### config.mk
export PLATFORM = sky130hd
export DESIGN_NAME = layered_led_flash_controller
export DESIGN_NICKNAME = d
export VERILOG_FILES = /design/src/rtl/llfc_pkg.sv /design/src/rtl/llfc_ram.sv /design/src/rtl/llfc_update.sv /design/src/rtl/layered_led_flash_controller.sv
export SDC_FILE = /design/constraint.sdc
export NUM_CORES = 1
export LEC_CHECK = 0
export BUFFER_PORTS_ARGS = -buffer_cell sky130_fd_sc_hd__clkbuf_2
export CORE_MARGIN = 3
export CORE_UTILIZATION = 57
export CTS_BUF_LIST = sky130_fd_sc_hd__clkbuf_8 sky130_fd_sc_hd__clkbuf_16
export CTS_CLUSTER_DIAMETER = 50
export DETAILED_ROUTE_END_ITERATION = 8
export PLACE_DENSITY = 0.79
export SLEW_MARGIN = 20
export SYNTH_ARGS = -nofsm -noshare
export SYNTH_HDL_FRONTEND = slang
export SYNTH_SLANG_ARGS = --single-unit
export TNS_END_PERCENT = 5
### constraint.sdc
create_clock -name clk -period 8.3 [get_ports clk]
set_clock_uncertainty 0.2 [all_clocks]
set_input_delay 0.83 -clock clk [delete_from_list [all_inputs] [get_ports clk]]
set_output_delay 0.83 -clock clk [all_outputs]
set_load 0.005 [all_outputs]
### src/rtl/llfc_pkg.sv
package llfc_pkg;

  localparam int LED_COUNT = 8;
  localparam int IDX_W = (LED_COUNT > 1) ? $clog2(LED_COUNT) : 1;
  localparam int ACTIVE_W = 4;
  localparam int SVC_W = ($clog2(LED_COUNT + 1) > ACTIVE_W) ? $clog2(LED_COUNT + 1) : ACTIVE_W;
  localparam int LEVELS_W = 8;

  localparam logic [ACTIVE_W-1:0] ACTIVE_RESET = 4'd8;

  localparam logic [15:0] FLASH_FOREVER = 16'hFFFF;
  localparam logic [15:0] STEADY_ON = 16'hFFFF;
  localparam logic [15:0] COUNT_LIMIT = 16'd32766;

  localparam logic [1:0] REQ_TICK = 2'd0;
  localparam logic [1:0] REQ_START = 2'd1;
  localparam logic [1:0] REQ_STOP = 2'd2;

  typedef struct packed {
    logic [1:0]  req_type;
    logic [2:0]  led_id;
    logic        layer;
    logic [15:0] flash_count;
    logic [15:0] period;
  } in_word_t;

  typedef struct packed {
    logic [LEVELS_W-1:0] led_levels;
    logic                ignored;
  } out_word_t;

  typedef struct packed {
    logic [15:0] cd;
    logic [15:0] rl;
    logic [15:0] tg;
  } layer_t;

  typedef struct packed {
    layer_t hi;
    layer_t lo;
  } entry_t;

  typedef struct packed {
    logic [1:0]  op;
    logic        layer;
    logic [15:0] flash_count;
    logic [15:0] period;
  } cmd_t;

endpackage

### src/rtl/llfc_ram.sv
module llfc_ram
  import llfc_pkg::*;
(
  input  logic             clk,
  input  logic             rst_n,
  input  logic [IDX_W-1:0] raddr,
  output entry_t           rdata,
  input  logic             we,
  input  logic [IDX_W-1:0] waddr,
  input  entry_t           wdata
);

  entry_t               mem [LED_COUNT];
  logic [LED_COUNT-1:0] valid_r;
  entry_t               rdata_r;
  logic                 rvalid_r;

  always_ff @(posedge clk) begin
    if (we) begin
      mem[waddr] <= wdata;
    end
    rdata_r <= mem[raddr];
  end

  always_ff @(posedge clk) begin
    if (!rst_n) begin
      valid_r  <= '0;
      rvalid_r <= 1'b0;
    end else begin
      if (we) begin
        valid_r[waddr] <= 1'b1;
      end
      rvalid_r <= valid_r[raddr];
    end
  end

  assign rdata = rvalid_r ? rdata_r : '0;

endmodule

### src/rtl/llfc_update.sv
module llfc_update
  import llfc_pkg::*;
(
  input  cmd_t   cmd,
  input  entry_t cur,
  input  logic   drive,
  output entry_t nxt,
  output logic   drive_nxt
);

  typedef struct packed {
    layer_t l;
    logic   drive;
  } lay_res_t;

  function automatic lay_res_t expire(layer_t l, logic d);
    lay_res_t r;
    r.l = l;
    r.drive = ~d;
    if (l.tg != FLASH_FOREVER) begin
      r.l.tg = l.tg - 16'd1;
    end
    if (r.l.tg != '0) begin
      r.l.cd = l.rl;
    end else begin
      r.l = '0;
      r.drive = 1'b0;
    end
    return r;
  endfunction

  layer_t   hi;
  layer_t   lo;
  layer_t   sel;
  lay_res_t res;
  logic     d;

  always_comb begin
    nxt = cur;
    drive_nxt = drive;
    hi = cur.hi;
    lo = cur.lo;
    d = drive;
    sel = cmd.layer ? cur.lo : cur.hi;
    res = '0;
    unique case (cmd.op)
      REQ_TICK: begin
        if (hi.cd != '0) begin
          hi.cd = hi.cd - 16'd1;
          if (hi.cd == '0) begin
            res = expire(hi, d);
            hi = res.l;
            d = res.drive;
          end
        end else if (lo.cd != '0) begin
          if (lo.cd != STEADY_ON) begin
            lo.cd = lo.cd - 16'd1;
          end else begin
            d = 1'b1;
          end
          if (lo.cd == '0) begin
            res = expire(lo, d);
            lo = res.l;
            d = res.drive;
          end
        end
        nxt.hi = hi;
        nxt.lo = lo;
        drive_nxt = d;
      end
      REQ_START: begin
        if (cmd.flash_count == FLASH_FOREVER) begin
          sel.tg = FLASH_FOREVER;
        end else if (cmd.flash_count < COUNT_LIMIT) begin
          sel.tg = {cmd.flash_count[14:0], 1'b0};
        end
        sel.cd = 16'd1;
        sel.rl = cmd.period;
        if (cmd.layer) begin
          nxt.lo = sel;
        end else begin
          nxt.hi = sel;
        end
      end
      REQ_STOP: begin
        if (cmd.layer) begin
          nxt.lo = '0;
        end else begin
          nxt.hi = '0;
        end
        drive_nxt = 1'b0;
      end
      default: begin
        nxt = cur;
      end
    endcase
  end

endmodule

### src/rtl/layered_led_flash_controller.sv
// Two-layer LED flash controller. Per-LED layer state lives in an on-chip memory with a registered
// read; each request reads an entry, updates it and writes it back in the cycle after the read,
// while the LED drive levels sit in flip-flops. A tick walks the serviced LEDs, from 0 up to
// but not including the smaller of the configured active count and eight, one per cycle. One
// word is handled at a time, and the next word is taken while a finished result still waits
// in the output register.
module layered_led_flash_controller
  import llfc_pkg::*;
(
  input  logic                clk,
  input  logic                rst_n,
  input  logic                in_valid,
  output logic                in_stall,
  input  in_word_t            in_word,
  output logic                out_valid,
  input  logic                out_stall,
  output out_word_t           out_word,
  input  logic                cfg_valid,
  output logic                cfg_ready,
  input  logic [ACTIVE_W-1:0] cfg_data
);

  typedef enum logic [2:0] {
    S_IDLE = 3'b001,
    S_RUN  = 3'b010,
    S_DONE = 3'b100
  } state_t;

  state_t               state_r, state_nxt;
  logic [ACTIVE_W-1:0]  active_r;
  logic [SVC_W-1:0]     svc;
  logic [SVC_W-1:0]     active_ext;
  cmd_t                 cmd_r;
  logic                 ign_r;
  logic [IDX_W-1:0]     addr_r;
  logic [SVC_W-1:0]     left_r;
  logic                 p_vld_r;
  logic [IDX_W-1:0]     p_addr_r;
  logic [LED_COUNT-1:0] drive_r;
  logic                 out_valid_r;
  out_word_t            out_word_r;

  logic                 accept;
  logic                 bad_id;
  logic                 rd_fire;
  entry_t               rdata;
  entry_t               wdata;
  logic                 drive_new;
  logic [LEVELS_W-1:0]  levels;

  assign cfg_ready = 1'b1;
  assign in_stall = (state_r != S_IDLE);
  assign accept = in_valid && !in_stall;
  assign out_valid = out_valid_r;
  assign out_word = out_word_r;

  assign active_ext = SVC_W'(active_r);
  assign svc = (active_ext > SVC_W'(LED_COUNT)) ? SVC_W'(LED_COUNT) : active_ext;
  assign bad_id = (SVC_W'(in_word.led_id) >= svc);
  assign rd_fire = (state_r == S_RUN) && (left_r != '0);

  llfc_ram u_ram (
    .clk   (clk),
    .rst_n (rst_n),
    .raddr (addr_r),
    .rdata (rdata),
    .we    (p_vld_r),
    .waddr (p_addr_r),
    .wdata (wdata)
  );

  llfc_update u_update (
    .cmd       (cmd_r),
    .cur       (rdata),
    .drive     (drive_r[p_addr_r]),
    .nxt       (wdata),
    .drive_nxt (drive_new)
  );

  always_comb begin
    levels = '0;
    for (int i = 0; i < LEVELS_W && i < LED_COUNT; i++) begin
      levels[i] = drive_r[i];
    end
  end

  always_comb begin
    state_nxt = state_r;
    unique case (state_r)
      S_IDLE: begin
        if (accept) begin
          state_nxt = S_RUN;
        end
      end
      S_RUN: begin
        if (left_r == '0) begin
          state_nxt = S_DONE;
        end
      end
      S_DONE: begin
        if (!out_valid_r || !out_stall) begin
          state_nxt = S_IDLE;
        end
      end
      default: begin
        state_nxt = S_IDLE;
      end
    endcase
  end

  always_ff @(posedge clk) begin
    if (!rst_n) begin
      state_r     <= S_IDLE;
      active_r    <= ACTIVE_RESET;
      left_r      <= '0;
      p_vld_r     <= 1'b0;
      drive_r     <= '0;
      out_valid_r <= 1'b0;
    end else begin
      state_r <= state_nxt;
      if (cfg_valid && cfg_ready) begin
        active_r <= cfg_data;
      end
      p_vld_r <= rd_fire;
      if (accept) begin
        if (in_word.req_type == REQ_TICK) begin
          left_r <= svc;
        end else if ((in_word.req_type == REQ_START || in_word.req_type == REQ_STOP)
                     && !bad_id) begin
          left_r <= SVC_W'(1);
        end else begin
          left_r <= '0;
        end
      end else if (rd_fire) begin
        left_r <= left_r - SVC_W'(1);
      end
      if (p_vld_r) begin
        drive_r[p_addr_r] <= drive_new;
      end
      if (state_r == S_DONE && (!out_valid_r || !out_stall)) begin
        out_valid_r <= 1'b1;
      end else if (!out_stall) begin
        out_valid_r <= 1'b0;
      end
    end
  end

  always_ff @(posedge clk) begin
    if (accept) begin
      cmd_r.op          <= in_word.req_type;
      cmd_r.layer       <= in_word.layer;
      cmd_r.flash_count <= in_word.flash_count;
      cmd_r.period      <= in_word.period;
      ign_r  <= (in_word.req_type == REQ_START || in_word.req_type == REQ_STOP) && bad_id;
      addr_r <= (in_word.req_type == REQ_TICK) ? '0 : IDX_W'(in_word.led_id);
    end else if (rd_fire) begin
      addr_r <= addr_r + IDX_W'(1);
    end
    if (rd_fire) begin
      p_addr_r <= addr_r;
    end
    if (state_r == S_DONE && (!out_valid_r || !out_stall)) begin
      out_word_r.led_levels <= levels;
      out_word_r.ignored    <= ign_r;
    end
  end

endmodule
==> results_dict.tcl, run 1 <==
set metrics [dict create \
    status "complete, no violations" \
    p_sw_w 0.00221 \
    drive_above_1_share_pct 23.8 \
    synthCells 2350 \
    routabilityCongestion 0.903 \
    viasPerCell 6.72 \
    leakage_nw 14.4 \
    num_rows 95 \
    seq_area_frac_synth_pct 69.3 \
    synth_fp_nets 2415 \
    reg2reg_slack_ps 2850 \
    p_comb_share_pct 5.4 \
    p_int_w 0.00792 \
    end_kind "register" \
    wl_met1_mm 38.9 \
    htree_levels 3 \
    drc 0 \
    dr.pass1.iters 6 \
    required_ps 8480 \
    drv_slew 0 \
    hold_path_class "input port to register" \
    met3WireLength_mm 8.25 \
    port-buffer-count 57 \
    hpwl_mm 55.9 \
    wl_per_cell_um 28.4 \
    overflow 0 \
    critPathArrivalTime_ps 5630 \
    ys_seq_elements 945 \
    worstSetupPathType "register to register" \
    power_density_mw_per_mm2 232 \
    grt_max_degree 101 \
    postSynthAreaPerCell_sq_um 16.6 \
    cp_max_fo 96 \
    nets 2458 \
    yosysWarnings 0 \
    core_area_sq_mm 0.0676 \
    switching_share_pct 21.8 \
    post_cts_buffers 0 \
    fmax_mhz 183 \
    cts_root_buf "clkbuf_16" \
    dr.first_iter.drc_count 2925 \
    clkLatencyLatePin_ps 660 \
    cp-startpoint "u_ram.rvalid_r$_SDFF_PN0_" \
    tns_ps 0 \
    synth-main-ff-cell "edfxtp_1" \
    start_util_pct 57.8 \
    clk_pin_slew_worst_paths_ps 60 \
    final_core_util_pct 64.4 \
    pwr-share-seq_pct 52.5 \
    timing_hold_violations_final 0 \
    cts-buffers-inserted 96 \
    cts_sinks 945 \
    post_cts_resized 0 \
    grt_pass1_vias 22700 \
    yosysUniqueCellTypes 92 \
    die_h_um 268 \
    dr_wl_met2_mm 45.3 \
    dieArea_sq_mm 0.0718 \
    clockPowerShare_pct 42.1 \
    dieWidth_um 268 \
    clock_path_buffers 3 \
    track_usage_pct 27.0 \
    area_growth_pct 11.4 \
    dr.max_layer_used "met4" \
    worst_pin_slew_ps 1180 \
    holdWs_ps 149 \
    ir_drop_mv 0.208 \
    hold_start "in_word[20]" \
    setup_viol_count_final 0 \
    grt_pass1_wl_mm 143 \
    setup.worst_path.start_class "register" \
    cts_tree "built" \
    io-pin-count 59 \
    period_needed_ps 5450 \
    cts_hold_repair.buffers 0 \
    period_share_pct 65.7 \
    slew_headroom_pct 20.6 \
    ys_async_sr_fraction_pct 0 \
    grt_setup_unrepaired "false" \
    r2r_start "u_ram.rvalid_r$_SDFF_PN0_" \
    synth_edf_count 819 \
    ant_nets 0 \
    max_cap_violations 0 \
    drt-total-wl_mm 95.0 \
    vias 22500 \
    syn_area_sq_mm 0.0391 \
    antenna_found_initial 2 \
]
[area by class of cell]
| type | instances | area [sq um] |
|---|---|---|
| Sequential cell | 945 | 27100 |
| Fill cell | 4513 | 24100 |
| Multi-Input combinational cell | 1230 | 11400 |
| Clock buffer | 113 | 2660 |
| Tap cell | 873 | 1090 |
| Timing Repair Buffer | 95 | 632 |
| Clock inverter | 68 | 558 |
| Inverter | 25 | 93.8 |
| Antenna cell | 1 | 2.50 |
[per-layer routing]
metal | vias to the layer above | global-route usage (%)
met1 | 11600 | 39.6
met4 | 0 | 8.17
met2 | 1152 | 42.5
li1 | 9566 | -
met5 | - | 0
met3 | 185 | 4.66
[cell usage after synthesis, drive strengths merged (40+ instances only)]
cell type	n	area share, %
edfxtp	819	63
nand2	149	1.4
dfxtp	126	6.4
clkbuf	107	1.0
buf	43	0.52
mux4	196	11
nor2	112	1.1
mux2	102	2.9
a21oi	73	0.94
nand3	40	0.51
o21ai	90	1.2
[placed cells by master, fill, tap and decap left out, drive strengths merged, types with 10 or more instances in the layout]
cell,count
buf,38
or4,17
a22oi,16
mux2,102
nand2b,21
nor2b,13
nand2,149
nand4,24
dfxtp,126
and2,12
o311ai,13
a31oi,22
nor4,22
edfxtp,819
mux4,196
or2,13
inv,60
ha,18
clkinv,24
nor2,112
a22o,23
o31ai,22
a21oi,73
nor3,23
nor4b,10
mux2i,24
o21ai,90
nand3,40
clkbuf,170
o21a,16
[power groups by stage]
stage | Combinational [W] | Sequential [W] | Clock [W]
floorplan | 0.000436 | 0.00532 | 0
global placement | 0.000521 | 0.00541 | 0
detailed placement | 0.000543 | 0.00541 | 0
CTS | 0.000548 | 0.00531 | 0.00434
global route | 0.000586 | 0.00532 | 0.00452
finish | 0.000545 | 0.00532 | 0.00427
[flip-flops by register name, summed over array words and instances (netlist names)]
| name | count |
|---|---|
| active_ext | 4 |
| u_ram.rdata_r | 96 |
| u_ram.rvalid_r | 1 |
| addr_r | 3 |
| u_ram.valid_r | 8 |
| p_addr_r | 3 |
| p_vld_r | 1 |
| out_word | 9 |
| u_ram.mem | 768 |
| out_valid | 1 |
| cmd_r | 35 |
| drive_r | 8 |
| left_r | 4 |
| state_r | 3 |
| ign_r | 1 |
[worst max-delay path, stage by stage (launching register included)]
cell       delay [ps]
dfxtp_4           480
buf_12            280
nand2_1           210
ha_1              450
nor4b_2           520
nor2_1            180
a21o_1            410
a21oi_1           460
nand3_1           750
a2111oi_2         600
o41ai_1           110
a21oi_1           410
[stage by stage]
step	instances	setup WS, ps	cell area (sq um)	total power [W]
6_report	3350	2850	43600	0.0101
5_1_grt	3349	2490	43600	0.0104
4_1_cts	3349	2920	43600	0.0102
3_5_place_dp	3168	3030	40400	0.00595
3_3_place_gp	3167	3230	40300	0.00593
2_1_floorplan	2350	-4.99	39100	0.00576
[cells by family after synthesis]
kind of cell	count (synthesis)	share of synthesized area, %
buf+inv	175	1.79
mux	322	14.8
compound gates	379	6.65
other cells	1	0.00959
flops	945	69.3
xor+xnor	14	0.313
simple gates	496	6.51
fa+ha+maj	18	0.576
[final timing paths]
check / end / depth (start not counted)
worst min-delay path: cmd_r[20]$_DFFE_PP_ / 1
worst max register to register: u_ram.mem[2][8]$_DFFE_PP_ / 11
worst min register to register: out_word[0]$_DFFE_PP_ / 0
worst max-delay path: u_ram.mem[2][8]$_DFFE_PP_ / 11
Note: power is estimated with default switching activity, not from simulation.
==> run 2, diff against run 1 <==
- ABC_AREA: not set -> 1
- clock period: 8.3 -> 4.4 ns (I/O delays scaled with it)
==> run 2 against run 1 <==
Compared with the run above: hold slack improved by 110 ps; final cell count increased by 45%; worst setup slack got worse by 2500 ps; area after synthesis increased by 3.1%; count of clock-buffer cells in the layout unchanged; total power increased to 2.5 times the previous value; global-route usage increased by 0.83 points; die area increased by 3.0%; critical path depth increased by 2; synthesized cell count increased by 60%.
==> results_dict.tcl, run 2 <==
set metrics [dict create \
    synth_fp_nets 3833 \
    drive_above_1_share_pct 9.55 \
    p_sw_w 0.00836 \
    seq_area_frac_synth_pct 67.2 \
    required_ps 4530 \
    hold_path_class "register to register" \
    final_common_cell "nor2_1" \
    yosysUniqueCellTypes 51 \
    io-pin-count 59 \
    die_h_um 272 \
    fin_cells 4847 \
    max_stage_delay_ps 710 \
    viasPerCell 6.08 \
    timing_hold_violations_final 0 \
    ir_drop_mv 0.596 \
    clockPowerShare_pct 31.8 \
    syn_area_sq_mm 0.0403 \
    cts_sinks 945 \
    drv_slew 0 \
    ys_async_sr_fraction_pct 0 \
    p_comb_share_pct 25.1 \
    nFillCells 4914 \
    place_ws_ps 308 \
    dr.max_layer_used "met4" \
    synthTopCellsByCount "nor2_1 (836), edfxtp_1 (819), nand2_1 (493)" \
    synth_most_common_cell "nor2_1" \
    setup.worst_path.start_class "register" \
    drc 0 \
    htree_levels 3 \
    vias 29500 \
    cts_root_buf "clkbuf_16" \
    dr.pass1.iters 6 \
    clkLatencyLatePin_ps 670 \
    clock_path_buffers 3 \
    slew_headroom_pct 33.1 \
    yosysTopAreaCell "edfxtp_1" \
    power_density_mw_per_mm2 564 \
    period_needed_ps 4010 \
    ant_nets 0 \
    num_rows 96 \
    wl_met1_mm 40.7 \
    grt_pass1_vias 28100 \
    mostFrequentLayoutCells "nor2_1 (824), edfxtp_1 (819), nand2_1 (493)" \
    dr.first_iter.drc_count 3857 \
    fmax_mhz 249 \
    grt_setup_unrepaired "false" \
    ys_top_cells_by_area "edfxtp_1 (61%), nor2_1 (7.8%), dfxtp_1 (6.3%), o21ai_0 (5.8%), nand2_1 (4.6%)" \
    antenna_found_initial 1 \
    worstSetupPathType "register to register" \
    dieWidth_um 272 \
    crit_path_cell_trace "buf_12 > buf_4 > nand2_1 > nand2_1 > nor2_2 > nand3_2 > nor3_4 > inv_2 > nor2_4 > inv_1 > a21oi_4 > a31oi_1 > o21ai_0" \
    port-buffer-count 57 \
    p_int_w 0.0173 \
    slowest_stage "o21ai_0" \
    placedCellCount 4612 \
    track_usage_pct 27.9 \
    core_area_sq_mm 0.0693 \
    critPathArrivalTime_ps 4140 \
    synthCells 3768 \
    clk_pin_slew_worst_paths_ps 60 \
    ys_seq_elements 945 \
    synth_edf_count 819 \
    end_kind "register" \
    grt_pass1_wl_mm 159 \
    met3WireLength_mm 10.2 \
    switching_share_pct 32.6 \
    largest_register "u_ram.mem" \
    start_util_pct 58.2 \
    overflow 0 \
    cp_max_fo 20 \
    grt_max_degree 188 \
    area_growth_pct 12.7 \
    worst_pin_slew_ps 993 \
    nets 3901 \
    synth_top_area_share_pct 61.0 \
    pwr-share-seq_pct 43.2 \
    drt-total-wl_mm 105 \
    max_cap_violations 0 \
    setup_ws_ps 388 \
    setup_viol_count_final 0 \
    period_share_pct 91.2 \
    postSynthAreaPerCell_sq_um 10.7 \
    hpwl_mm 56.9 \
    yosysWarnings 0 \
    cts_tree "built" \
    dieArea_sq_mm 0.0740 \
    routabilityCongestion 1.00 \
    leakage_nw 16.8 \
    dr_wl_met2_mm 49.7 \
    wl_per_cell_um 21.6 \
    largest_reg_flops 768 \
    synth-main-ff-cell "edfxtp_1" \
    status "complete, no violations" \
    cpMostUsedCell "nand2_1" \
    antenna_cells 0 \
    cts-buffers-inserted 98 \
    reg.largest.list "u_ram.mem x768, u_ram.rdata_r x96, cmd_r x35" \
]
run 2: final timing paths:
check | to | start | slack, ps | cells past startpoint
worst min register to register | out_word[2]$_DFFE_PP_ | drive_r[1]$_SDFFE_PN0P_ | 260 | 0
worst min-delay path | out_word[2]$_DFFE_PP_ | drive_r[1]$_SDFFE_PN0P_ | 260 | 0
worst max register to register | u_ram.mem[3][43]$_DFFE_PP_ | u_ram.rvalid_r$_SDFF_PN0_ | 390 | 13
worst max-delay path | u_ram.mem[3][43]$_DFFE_PP_ | u_ram.rvalid_r$_SDFF_PN0_ | 390 | 13
run 2: cell type report:
type,count,area [sq um],area share (%)
flip-flops and latches,945,27100,59.7
clock buffers,113,2670,5.87
multi-input cells,2443,11800,25.9
clock inverters,67,551,1.21
well taps,931,1160,2.56
repair buffers,170,1510,3.31
inverters,178,686,1.51
run 2: logic make-up (layout without fill, tap and decap cells):
kind of cell             Yosys count  after routing  synth area share (%)
other                              1              1               0.00930
adder cells (fa/ha/maj)           18             18                 0.559
AO/OA/AOI/OAI                    846            846                  11.9
flip-flops                       945            945                  67.2
XOR/XNOR                          17             17                 0.369
AND/OR/NAND/NOR                 1561           1561                  16.1
buffers and inverters            380            528                  3.79
run 2: through the flow:
| step | area, sq um | total power [W] | utilization (%) | hold WS, ps | TNS, ps |
|---|---|---|---|---|---|
| final | 45400 | 0.0257 | 65.6 | 259 | 0 |
| after global routing | 45400 | 0.0268 | 65.6 | 282 | 0 |
| after CTS | 45400 | 0.0255 | 65.5 | 236 | 0 |
| after detailed placement | 41700 | 0.0174 | 60.1 | 208 | 0 |
| after global placement | 41700 | 0.0173 | 60.1 | 223 | 0 |
| after floorplan | 40300 | 0.0156 | - | 200 | -909930 |
run 2: worst max-delay path, delay by kind of cell (launching register included):
family | cells | cell delay (ps)
flip-flops | 1 | 470
buffers and inverters | 4 | 700
AO/OA/AOI/OAI | 3 | 1270
AND/OR/NAND/NOR | 6 | 1030
run 2: repair_timing:
item | in CTS | in global routing
endpoints found under the hold margin | 48 | 0
gates resized for setup | 0 | 2
setup endpoints to repair | 0 | 111
setup buffers | 0 | 1
hold buffers | 54 | 0
run 2: routing by layer:
metal  GRT usage (%)  vias to the layer above
met4            11.3                        0
met1            37.7                    14100
li1                -                    13400
met2            45.5                     1683
met5               0                        -
met3            4.39                      276
run 2: power by group through the flow:
stage                     clock network, W  logic, W  registers, W
after detailed placement                 0   0.00614        0.0112
after global placement                   0   0.00604        0.0113
after CTS                          0.00818   0.00623        0.0111
after floorplan                          0   0.00454        0.0110
after global routing               0.00858   0.00708        0.0111
final                              0.00815   0.00643        0.0111
